`config.mk`:
```
export PLATFORM = sky130hd
export DESIGN_NAME = pbgs_bank
export DESIGN_NICKNAME = d
export VERILOG_FILES = /design/src/hw/rtl/packed_bitfield_gene_store_macros.svh /design/src/hw/rtl/pbgs_bank.sv
export SDC_FILE = /design/constraint.sdc
export NUM_CORES = 2
export LEC_CHECK = 0
export BUFFER_PORTS_ARGS = -buffer_cell sky130_fd_sc_hd__buf_2
export CORE_MARGIN = 8
export CORE_UTILIZATION = 55
export CTS_BUF_LIST = sky130_fd_sc_hd__clkbuf_16
export CTS_CLUSTER_SIZE = 20
export DETAILED_ROUTE_END_ITERATION = 8
export PLACE_DENSITY = 0.75
export SLEW_MARGIN = 20
export SYNTH_ARGS = -nofsm -noshare
export SYNTH_HDL_FRONTEND = slang
export SYNTH_SLANG_ARGS = --single-unit
```
`constraint.sdc`:
```
create_clock -name clk -period 2.86 [get_ports clk]
set_clock_uncertainty 0.2 [all_clocks]
set_input_delay 0.429 -clock clk [delete_from_list [all_inputs] [get_ports clk]]
set_output_delay 0.429 -clock clk [all_outputs]
set_load 0.02 [all_outputs]
```
`src/hw/rtl/packed_bitfield_gene_store_macros.svh`:
```
// assertion macros for the packed gene store
// used by the top level only, no other dependencies
`ifndef PACKED_BITFIELD_GENE_STORE_MACROS_SVH
`define PACKED_BITFIELD_GENE_STORE_MACROS_SVH

// same-cycle implication
`define PBGS_ASSERT_IMP(label, clk, rst, ante, cons, msg) \
  label: assert property (@(posedge clk) disable iff (rst) (ante) |-> (cons)) \
    else $error(msg);

// next-cycle implication
`define PBGS_ASSERT_NXT(label, clk, rst, ante, cons, msg) \
  label: assert property (@(posedge clk) disable iff (rst) (ante) |=> (cons)) \
    else $error(msg);

`endif

```
`src/hw/rtl/pbgs_bank.sv`:
```
// one byte bank of the gene store, one write and one registered read port
// no package dependencies
module pbgs_bank #(
  parameter int DEPTH = 512,
  parameter int AW    = 9
) (
  input  logic          clk,
  input  logic          we,
  input  logic [AW-1:0] waddr,
  input  logic [7:0]    wdata,
  input  logic          re,
  input  logic [AW-1:0] raddr,
  output logic [7:0]    rdata
);

  logic [7:0] mem [DEPTH];

  always_ff @(posedge clk) begin
    if (we) begin
      mem[waddr] <= wdata;
    end
    if (re) begin
      rdata <= mem[raddr];
    end
  end

endmodule

```
==> key figures <==
Global route
  • Total gr overflow: 0
  • Antenna violations before repair: 24
  • First-pass GRT wire length: 619.6 mm
  • Pin count of the biggest net entering global routing: 109
  • Overall routing resource usage: 0.2725
  • Number of global-route vias before repair: 89970

Routing
  • Number of antenna-violating nets in the routed design: 0
  • First drt pass iteration count: 8
  • Via Count: 89170
  • DRC marker count from the first detailed-route iteration: 12740
  • Wirelength per Cell: 31.58 microns
  • Routed wire length: 429.5 mm
  • Via density: 6.558
  • Number of DRC violations after detailed routing: 0

Final layout
  • Filler cells: 18200
  • Share of post-route cells with drive strength above 1: 0.2813
  • Area taken by multi-input logic gates: 0.03429 sq mm
  • Area Overhead vs Synth: 17.47%
  • FF+latch area: 0.1232 sq mm
  • Total number of nets in the final design: 9416

Pwr
  • Static Leakage: 62.83 nW
  • Total Power Consumption: 122.9 mW
  • Max VDD drop: 0.5563 mV
  • Power density over the cells: 653.8 mW/mm^2

STA
  • Worst hold-check slack: 104.9 ps
  • Final setup viols: 4
  • Crit path time final: 2931 ps
  • Final hold viol count: 0
  • Achievable Freq: 341.2 MHz
  • Slew headroom: 0.2851
  • Final Max Tran Viols: 0
  • Slew at the pin with the worst max-slew slack: 1068 ps
  • Tcrit/Tclk final: 1.025
  • RSZ-0062 raised after global routing: yes
  • Worst Slack Setup Final: -70.57 ps

Synth
  • Post-synthesis cell count: 8030
  • Syn Nets: 8059
  • Fraction of the mapped netlist area in adder cells: 0
  • Synth async-reset ratio: 0
  • Part of the Yosys area used for sequential elements: 0.7702
  • Post-synthesis cell type with the largest combined area: sky130_fd_sc_hd__edfxtp_1
  • Number of synthesized flops with an enable pin: 4104
  • Distinct cell type count after synthesis: 50
  • Avg Inst Size Synth: 19.93 sq um
  • Most numerous cell types in the synthesized netlist: 4104 x sky130_fd_sc_hd__edfxtp_1, 797 x sky130_fd_sc_hd__mux2i_1, 654 x sky130_fd_sc_hd__mux4_2
  • Netlist Area Pre-Place: 0.1600 sq mm
  • Main combinational cell family by area after synthesis: multiplexers
  • Compound-gate portion of the synthesized area: 0.04311
  • Leading post-synthesis cells by cell area: sky130_fd_sc_hd__edfxtp_1 77%, sky130_fd_sc_hd__mux4_2 9.2%, sky130_fd_sc_hd__mux2i_1 5.0%
  • Main flop type after synthesis: sky130_fd_sc_hd__edfxtp_1
  • Top cell type's share of synthesized area: 0.7702
  • Share of synthesized cell area in and, or, nand and nor gates: 0.02630
  • XOR/XNOR Fraction of Synth Area: 0
  • Most frequent cell after synthesis: sky130_fd_sc_hd__edfxtp_1
  • Number of warning messages in the yosys log: 0
  • Yosys reg bits: 4104
  • Multiplexer share of the synthesized area: 0.1419

Worst setup path
  • R2R setup slack: -30 ps
  • CP Launch Type: input port
  • WP data arrival: 3520 ps
  • R2R Path Start: mem[435][0]$_DFFE_PP_
  • Worst setup path start: raddr[1]
  • Endpoint required time on the critical path: 3450 ps
  • Class of the most critical setup path: input port to register
  • Kind of capture point of the worst setup path: register
  • Worst-path maximum fanout: 15

Min path
  • Startpoint of the lowest-slack hold path: waddr[1]
  • Class of the worst hold path: input port to register

Status
  • Result of the run: finished, violations left
  • Failing checks: setup timing

Floorplanning
  • Die outline height: 555.4 microns
  • Starting utilization of the core area: 0.5516
  • Horiz. Die Dim: 555.4 microns
  • Number of top-level design ports: 37
  • Core box area: 0.2901 sq mm
  • FP Rows: 198
  • Overall die area: 0.3084 sq mm

Placed design
  • GP Congestion: 0.9534
  • HPWL after DPL: 272.1 mm
  • # port buffers: 36

Clocking
  • Worst-skew pair later-pin latency: 950 ps
  • Clock sink total: 4104
  • Clock tree from TritonCTS: done
  • Buffer levels on the longest clock path: 4
  • Inserted Clock Buffers: 395
  • Buffer cell driving the clock tree root: sky130_fd_sc_hd__clkbuf_16
  • H-tree depth reported by CTS: 5
  • Clk slew on worst S/H paths: 60 ps

Job
  • Number of max-capacitance violations reported: 0
[state kept, by name, indices dropped and copies added (netlist names)]
name and cells:
mem 4096, rdata 8
[placed cells by master, fill, tap and decap left out, types with 61 or more instances in the layout]
| cell | n |
|---|---|
| sky130_fd_sc_hd__clkbuf_16 | 400 |
| sky130_fd_sc_hd__inv_1 | 67 |
| sky130_fd_sc_hd__o21ai_0 | 105 |
| sky130_fd_sc_hd__clkinv_2 | 80 |
| sky130_fd_sc_hd__buf_4 | 1250 |
| sky130_fd_sc_hd__a21oi_1 | 187 |
| sky130_fd_sc_hd__edfxtp_1 | 4104 |
| sky130_fd_sc_hd__clkinv_1 | 101 |
| sky130_fd_sc_hd__mux4_2 | 654 |
| sky130_fd_sc_hd__nor2_1 | 597 |
| sky130_fd_sc_hd__o221ai_1 | 361 |
| sky130_fd_sc_hd__buf_12 | 174 |
| sky130_fd_sc_hd__nand2_1 | 94 |
| sky130_fd_sc_hd__nor3_1 | 107 |
| sky130_fd_sc_hd__a22oi_1 | 61 |
| sky130_fd_sc_hd__o22ai_1 | 163 |
| sky130_fd_sc_hd__mux2i_1 | 797 |
[repair_timing]
item,in CTS,in global routing
endpoints found under the setup margin,8,7
hold buffers,9,0
gates cloned,0,1
resized for setup,28,41
setup buffers,0,2
pin swaps,8,21
hold endpoints to repair,526,0
[where the power goes]
part	switching (mW)	internal, mW	total [mW]	leakage, nW
clock	22.1	27.5	49.6	6.24
sequential	0.0578	66.2	66.3	36.9
combinational	4.37	2.59	6.97	19.7
[cell type report]
class	instances	share of cell area
clock buffer	399	0.05312
sequential	4104	0.6557
antenna	6	0.00007988
inverter	3	0.00009985
multi-input combinational	3410	0.1824
timing repair buffer	1473	0.07090
tap	3900	0.02596
clock inverter	303	0.01175
[critical path, cell delays in order]
cell	delay, ps
sky130_fd_sc_hd__buf_8	130
sky130_fd_sc_hd__or2_4	330
sky130_fd_sc_hd__buf_4	200
sky130_fd_sc_hd__buf_4	210
sky130_fd_sc_hd__o221ai_1	350
sky130_fd_sc_hd__a21oi_2	210
sky130_fd_sc_hd__nor4_4	290
sky130_fd_sc_hd__buf_4	170
sky130_fd_sc_hd__nand4_1	360
sky130_fd_sc_hd__nor4_4	460
sky130_fd_sc_hd__buf_4	170
sky130_fd_sc_hd__o2111a_1	180
[through the flow]
step | instance area [sq um] | utilization | setup TNS (ps) | std cells | setup slack, ps
detailed placement | 175300 | 0.6043 | -11810 | 12880 | -1200
CTS | 187700 | 0.6472 | 0 | 13590 | 2.399
finish | 188000 | 0.6479 | -200.6 | 13600 | -70.57
floorplan | 160000 | - | 0 | 8030 | 119.5
global route | 188000 | 0.6479 | -219.7 | 13600 | -126.3
global placement | 175300 | 0.6043 | -9297 | 12880 | -1263
[path summary, 6_finish.rpt]
path | end | cells after the start
worst max register to register | rdata[0]$_DFFE_PP_ | 7
worst min-delay path | mem[259][4]$_DFFE_PP_ | 4
worst max-delay path | rdata[0]$_DFFE_PP_ | 12
worst min register to register | rdata[6]$_DFFE_PP_ | 6
[routing by layer]
layer,vias up,part of all wire,track usage
met5,-,0.00032,0
met4,20,0.052,0.1212
met3,1159,0.13,0.06300
met2,6514,0.47,0.4340
met1,45330,0.35,0.3639
li1,36150,-,-
[logic make-up after synthesis]
logic type,count (synthesis)
AND/OR/NAND/NOR,980
flip-flops,4104
multiplexers,1451
buffers and inverters,516
AO/OA/AOI/OAI,979
(Power assumes the default switching activity.)
