===== src/hw/rtl/packed_bitfield_gene_store_macros.svh =====
// assertion macros for the packed gene store
// used by the top level only, no other dependencies
`ifndef PACKED_BITFIELD_GENE_STORE_MACROS_SVH
`define PACKED_BITFIELD_GENE_STORE_MACROS_SVH

// same-cycle implication
`define PBGS_ASSERT_IMP(label, clk, rst, ante, cons, msg) \
  label: assert property (@(posedge clk) disable iff (rst) (ante) |-> (cons)) \
    else $error(msg);

// next-cycle implication
`define PBGS_ASSERT_NXT(label, clk, rst, ante, cons, msg) \
  label: assert property (@(posedge clk) disable iff (rst) (ante) |=> (cons)) \
    else $error(msg);

`endif


===== src/hw/rtl/pbgs_pkg.sv =====
// constants, codes and payload types for the packed gene store
// no dependencies
package pbgs_pkg;

  localparam int MAX_GENES     = 1024;
  localparam int MAX_GENE_BITS = 8;
  localparam int STORE_BYTES   = MAX_GENES + 1;
  localparam int EVEN_DEPTH    = (STORE_BYTES + 1) / 2;
  localparam int ODD_DEPTH     = STORE_BYTES / 2;
  localparam int EVEN_AW       = $clog2(EVEN_DEPTH);
  localparam int ODD_AW        = $clog2(ODD_DEPTH);
  localparam int ADDR_W        = $clog2(MAX_GENES);

  localparam int IDX_W      = 10;
  localparam int VAL_W      = 8;
  localparam int GW_W       = 4;
  localparam int CNT_W      = 11;
  localparam int BITPOS_W   = IDX_W + GW_W;
  localparam int CFG_IDX_W  = 2;
  localparam int CFG_VAL_W  = CNT_W;

  localparam logic MODE_READ  = 1'b0;
  localparam logic MODE_WRITE = 1'b1;

  localparam logic [CFG_IDX_W-1:0] REG_GENE_WIDTH = 2'd0;
  localparam logic [CFG_IDX_W-1:0] REG_GENE_COUNT = 2'd1;

  typedef struct packed {
    logic             mode;
    logic [IDX_W-1:0] gene_idx;
    logic [VAL_W-1:0] gene_value;
  } pbgs_item_t;

  typedef struct packed {
    logic [VAL_W-1:0] read_value;
    logic             range_error;
  } pbgs_result_t;

  typedef struct packed {
    logic [CFG_IDX_W-1:0] index;
    logic [CFG_VAL_W-1:0] value;
  } pbgs_cfg_t;

  // one located access
  typedef struct packed {
    logic               mode;
    logic               err;
    logic [VAL_W-1:0]   val;
    logic               hi_odd;
    logic [2:0]         off;
    logic [GW_W-1:0]    w;
    logic [EVEN_AW-1:0] even_idx;
    logic [ODD_AW-1:0]  odd_idx;
  } pbgs_op_t;

  // write-back of the two-byte window
  typedef struct packed {
    logic             hi_we;
    logic             lo_we;
    logic [VAL_W-1:0] hi_data;
    logic [VAL_W-1:0] lo_data;
  } pbgs_wr_t;

endpackage


===== src/hw/rtl/pbgs_locate.sv =====
// maps a gene index to its byte window, bit offset and range check
// depends on pbgs_pkg
module pbgs_locate
  import pbgs_pkg::*;
(
  input  pbgs_item_t       item,
  input  logic [GW_W-1:0]  gene_width,
  input  logic [CNT_W-1:0] gene_count,
  output pbgs_op_t         op
);

  logic [GW_W-1:0]     w;
  logic [CNT_W-1:0]    count_eff;
  logic [BITPOS_W-1:0] bitpos;
  logic [ADDR_W-1:0]   addr;
  logic [ADDR_W:0]     addr_p1;

  always_comb begin
    if (gene_width == '0) begin
      w = GW_W'(1);
    end else if (gene_width > GW_W'(MAX_GENE_BITS)) begin
      w = GW_W'(MAX_GENE_BITS);
    end else begin
      w = gene_width;
    end
    if (gene_count > CNT_W'(MAX_GENES)) begin
      count_eff = CNT_W'(MAX_GENES);
    end else begin
      count_eff = gene_count;
    end
    bitpos  = BITPOS_W'(item.gene_idx) * BITPOS_W'(w);
    addr    = bitpos[3 +: ADDR_W];
    addr_p1 = {1'b0, addr} + 1'b1;

    op.mode     = item.mode;
    op.err      = CNT_W'(item.gene_idx) >= count_eff;
    op.val      = item.gene_value;
    op.hi_odd   = addr[0];
    op.off      = bitpos[2:0];
    op.w        = w;
    op.even_idx = EVEN_AW'(addr_p1 >> 1);
    op.odd_idx  = ODD_AW'(addr >> 1);
  end

endmodule


===== config.mk =====
export PLATFORM = sky130hd
export DESIGN_NAME = pbgs_locate
export DESIGN_NICKNAME = d
export VERILOG_FILES = /design/src/hw/rtl/packed_bitfield_gene_store_macros.svh /design/src/hw/rtl/pbgs_pkg.sv /design/src/hw/rtl/pbgs_locate.sv
export SDC_FILE = /design/constraint.sdc
export NUM_CORES = 1
export LEC_CHECK = 0
export BUFFER_PORTS_ARGS = -buffer_cell sky130_fd_sc_hd__buf_4
export CELL_PAD_IN_SITES_DETAIL_PLACEMENT = 1
export CELL_PAD_IN_SITES_GLOBAL_PLACEMENT = 1
export CORE_UTILIZATION = 39
export DETAILED_ROUTE_END_ITERATION = 10
export GPL_ROUTABILITY_DRIVEN = 0
export PLACE_DENSITY = 0.87
export SYNTH_ARGS = -nofsm -noshare
export SYNTH_HDL_FRONTEND = slang
export SYNTH_SLANG_ARGS = --single-unit

===== constraint.sdc =====
create_clock -name vclk -period 15
set_input_delay 3 -clock vclk [all_inputs]
set_output_delay 3 -clock vclk [all_outputs]
set_load 0.03 [all_outputs]

==> results.toml <==
[floorplanning]
core_area_um2 = 4380
ios = 71
fp.dieW_um = 69.6
fp.dieH_um = 69.6
initial_core_util_pct = 40.6
core.rowCount = 24
dieArea_um2 = 4840

[logic_synthesis]
ys_seq_area_share_pct = 0
ys_warn_count = 0
netlist_top_cells_count = "inv_1 (36), nand2_1 (29), ha_1 (27)"
syn-num-nets = 311
syn-cell-area_um2 = 1780
synth_area_leaders = "ha_1 (19%), fa_1 (18%), and2_1 (8.1%), inv_1 (7.6%), nand2_1 (6.1%)"
synthDistinctLibCells = 43
synth_most_common_cell = "inv_1"
syn_area_per_cell_um2 = 7.61
synth_largest_area_cell = "ha_1"
yosys.area.top_type_share_pct = 19.0
synth_cells = 234

[timing]
hold_viol = 0
setup_tns_ns = 0
fin_hold_ws_ns = 6.00
tightest_slew_ns = 0.689
relSlewSlack_pct = 54.0
setup_violations = 0
min_period_ns = 10.07
maxClockFrequency_mhz = 99.3
maxSlewViolCount = 0
final.period_utilization_pct = 67.1
rsz0062_at_grt = "false"

[run]
drv_cap = 0

[route]
wl_per_cell_um = 13.8
via_count = 1709
avgViaCountPerCell = 5.26
dr.pass1.iters = 4
routed_wl_um = 4480
drc_errors = 0
drtIter0Drc = 51
ant_nets = 0

[final_layout]
final_nets = 352
n_clock_buffer = 0
n_antenna_cell = 0
drive_gt1_share_pct = 23.1
regArea_um2 = 0
final_util_pct = 49.2
areaGrowthSynthToFinish_pct = 21.1
n_fill_cell = 559
design.seq.count = 0

[cts]
post_cts_buffers = 0
cts_hold_buf = 0
cts_resized = 0

[worst_setup_path]
cpMostUsedCell = "fa_1"
critPathCaptureType = "primary output"
crit_chain = "buf_4 -> nor2b_1 -> nand2_1 -> fa_1 -> inv_1 -> fa_1 -> fa_1 -> a211oi_2 -> o2111ai_1 -> a21oi_1 -> xnor2_1 -> nor4b_4 -> xor2_1 -> buf_4"
cpPeakStageDelay_ns = 0.55
crit_type = "primary input to primary output"
cp-startpoint = "gene_width[3]"
crit_arrival_ns = 7.07
crit_fanout = 15
critPathRequiredTime_ns = 12.00
cp-start-kind = "primary input"
cp_slowest_cell = "nor2b_1"

[status]
outcome = "finished clean"

[place]
hpwl_um = 4030
placement.io_buffers = 53

[power]
p_total_w = 0.000157
p_sw_w = 0.0000973
power_per_cell_area_nw_per_um2 = 72.5
p_seq_share_pct = 0
clkPwrFrac_pct = 0
p_leak_nw = 1.14
comb_power_share_pct = 100.0
p_int_w = 0.0000592
vdd_drop_max_uv = 31.2
switching_share_pct = 62.2

[grt]
track_usage_pct = 19.1
grt_pass1_wl_um = 7850
grt_overflow = 0
grt_pass1_vias = 1804
grt_antenna_before_repair = 0
grt_max_degree = 16

[worst_hold_path]
hold_class = "primary input to primary output"
hold_start = "item[1]"
[cell usage in the layout (no fill, tap or decap), drive strengths merged]
cell type  count
buf           53
inv           36
nand2         29
ha            27
and2          24
fa            16
a21oi         10
xnor2          9
nand3          9
nor2           8
xor2           6
o21ai          5
a211oi         4
a21o           4
o2111ai        4
nor2b          3
nor3           3
and3           3
a31oi          2
nor4           2
and4           2
o211ai         2
clkinv         1
nand4b         1
o221ai         1
or2            1
or4b           1
nor3b          1
or2b           1
nor4b          1
nand4          1
nand2b         1
o31ai          1
a41o           1
[cell type report]
type	count	area (um2)	area share [%]
well taps	52	65.1	3.01
inverters	37	139	6.43
repair buffers	53	398	18.4
multi-input cells	183	1560	72.1
[cells by family after synthesis]
| logic type | Yosys count | synth area share, % |
|---|---|---|
| fa+ha+maj | 43 | 36.9 |
| simple gates | 91 | 28.0 |
| compound gates | 34 | 15.0 |
| buf+inv | 51 | 12.6 |
| xor+xnor | 15 | 7.37 |
[per-stage QoR]
step,instance area [um2],instances,setup slack [ns]
2_1_floorplan,1780,234,4.80
3_3_place_gp,2160,325,5.11
3_5_place_dp,2160,325,4.92
4_1_cts,2160,325,4.91
5_1_grt,2160,325,4.66
6_report,2160,325,4.93
[final timing paths]
kind  cells past startpoint     end  slack [ns]
min                       0  op[28]        6.00
max                      14  op[17]        4.93
[power by group through the flow]
stage / Clock, W / Sequential [W] / Combinational [W]
floorplan: 0 / 0 / 0.000113
global placement: 0 / 0 / 0.000152
detailed placement: 0 / 0 / 0.000158
CTS: 0 / 0 / 0.000159
global route: 0 / 0 / 0.000171
finish: 0 / 0 / 0.000157
[critical path: cells and delay by family]
family | cells | cell delay [ns]
fa+ha+maj | 3 | 1.54
simple gates | 3 | 1.00
compound gates | 3 | 0.77
buf+inv | 3 | 0.39
xor+xnor | 2 | 0.36
[layer usage]
metal / vias to the layer above / track usage (%) / part of all wire [%]
li1: 846 / - / -
met1: 829 / 22.4 / 40
met2: 34 / 39.5 / 57
met3: 0 / 0.581 / 2.5
met4: 0 / 0.680 / 0
met5: - / 0 / 0
No activity file was read; power rests on OpenSTA's default activity.
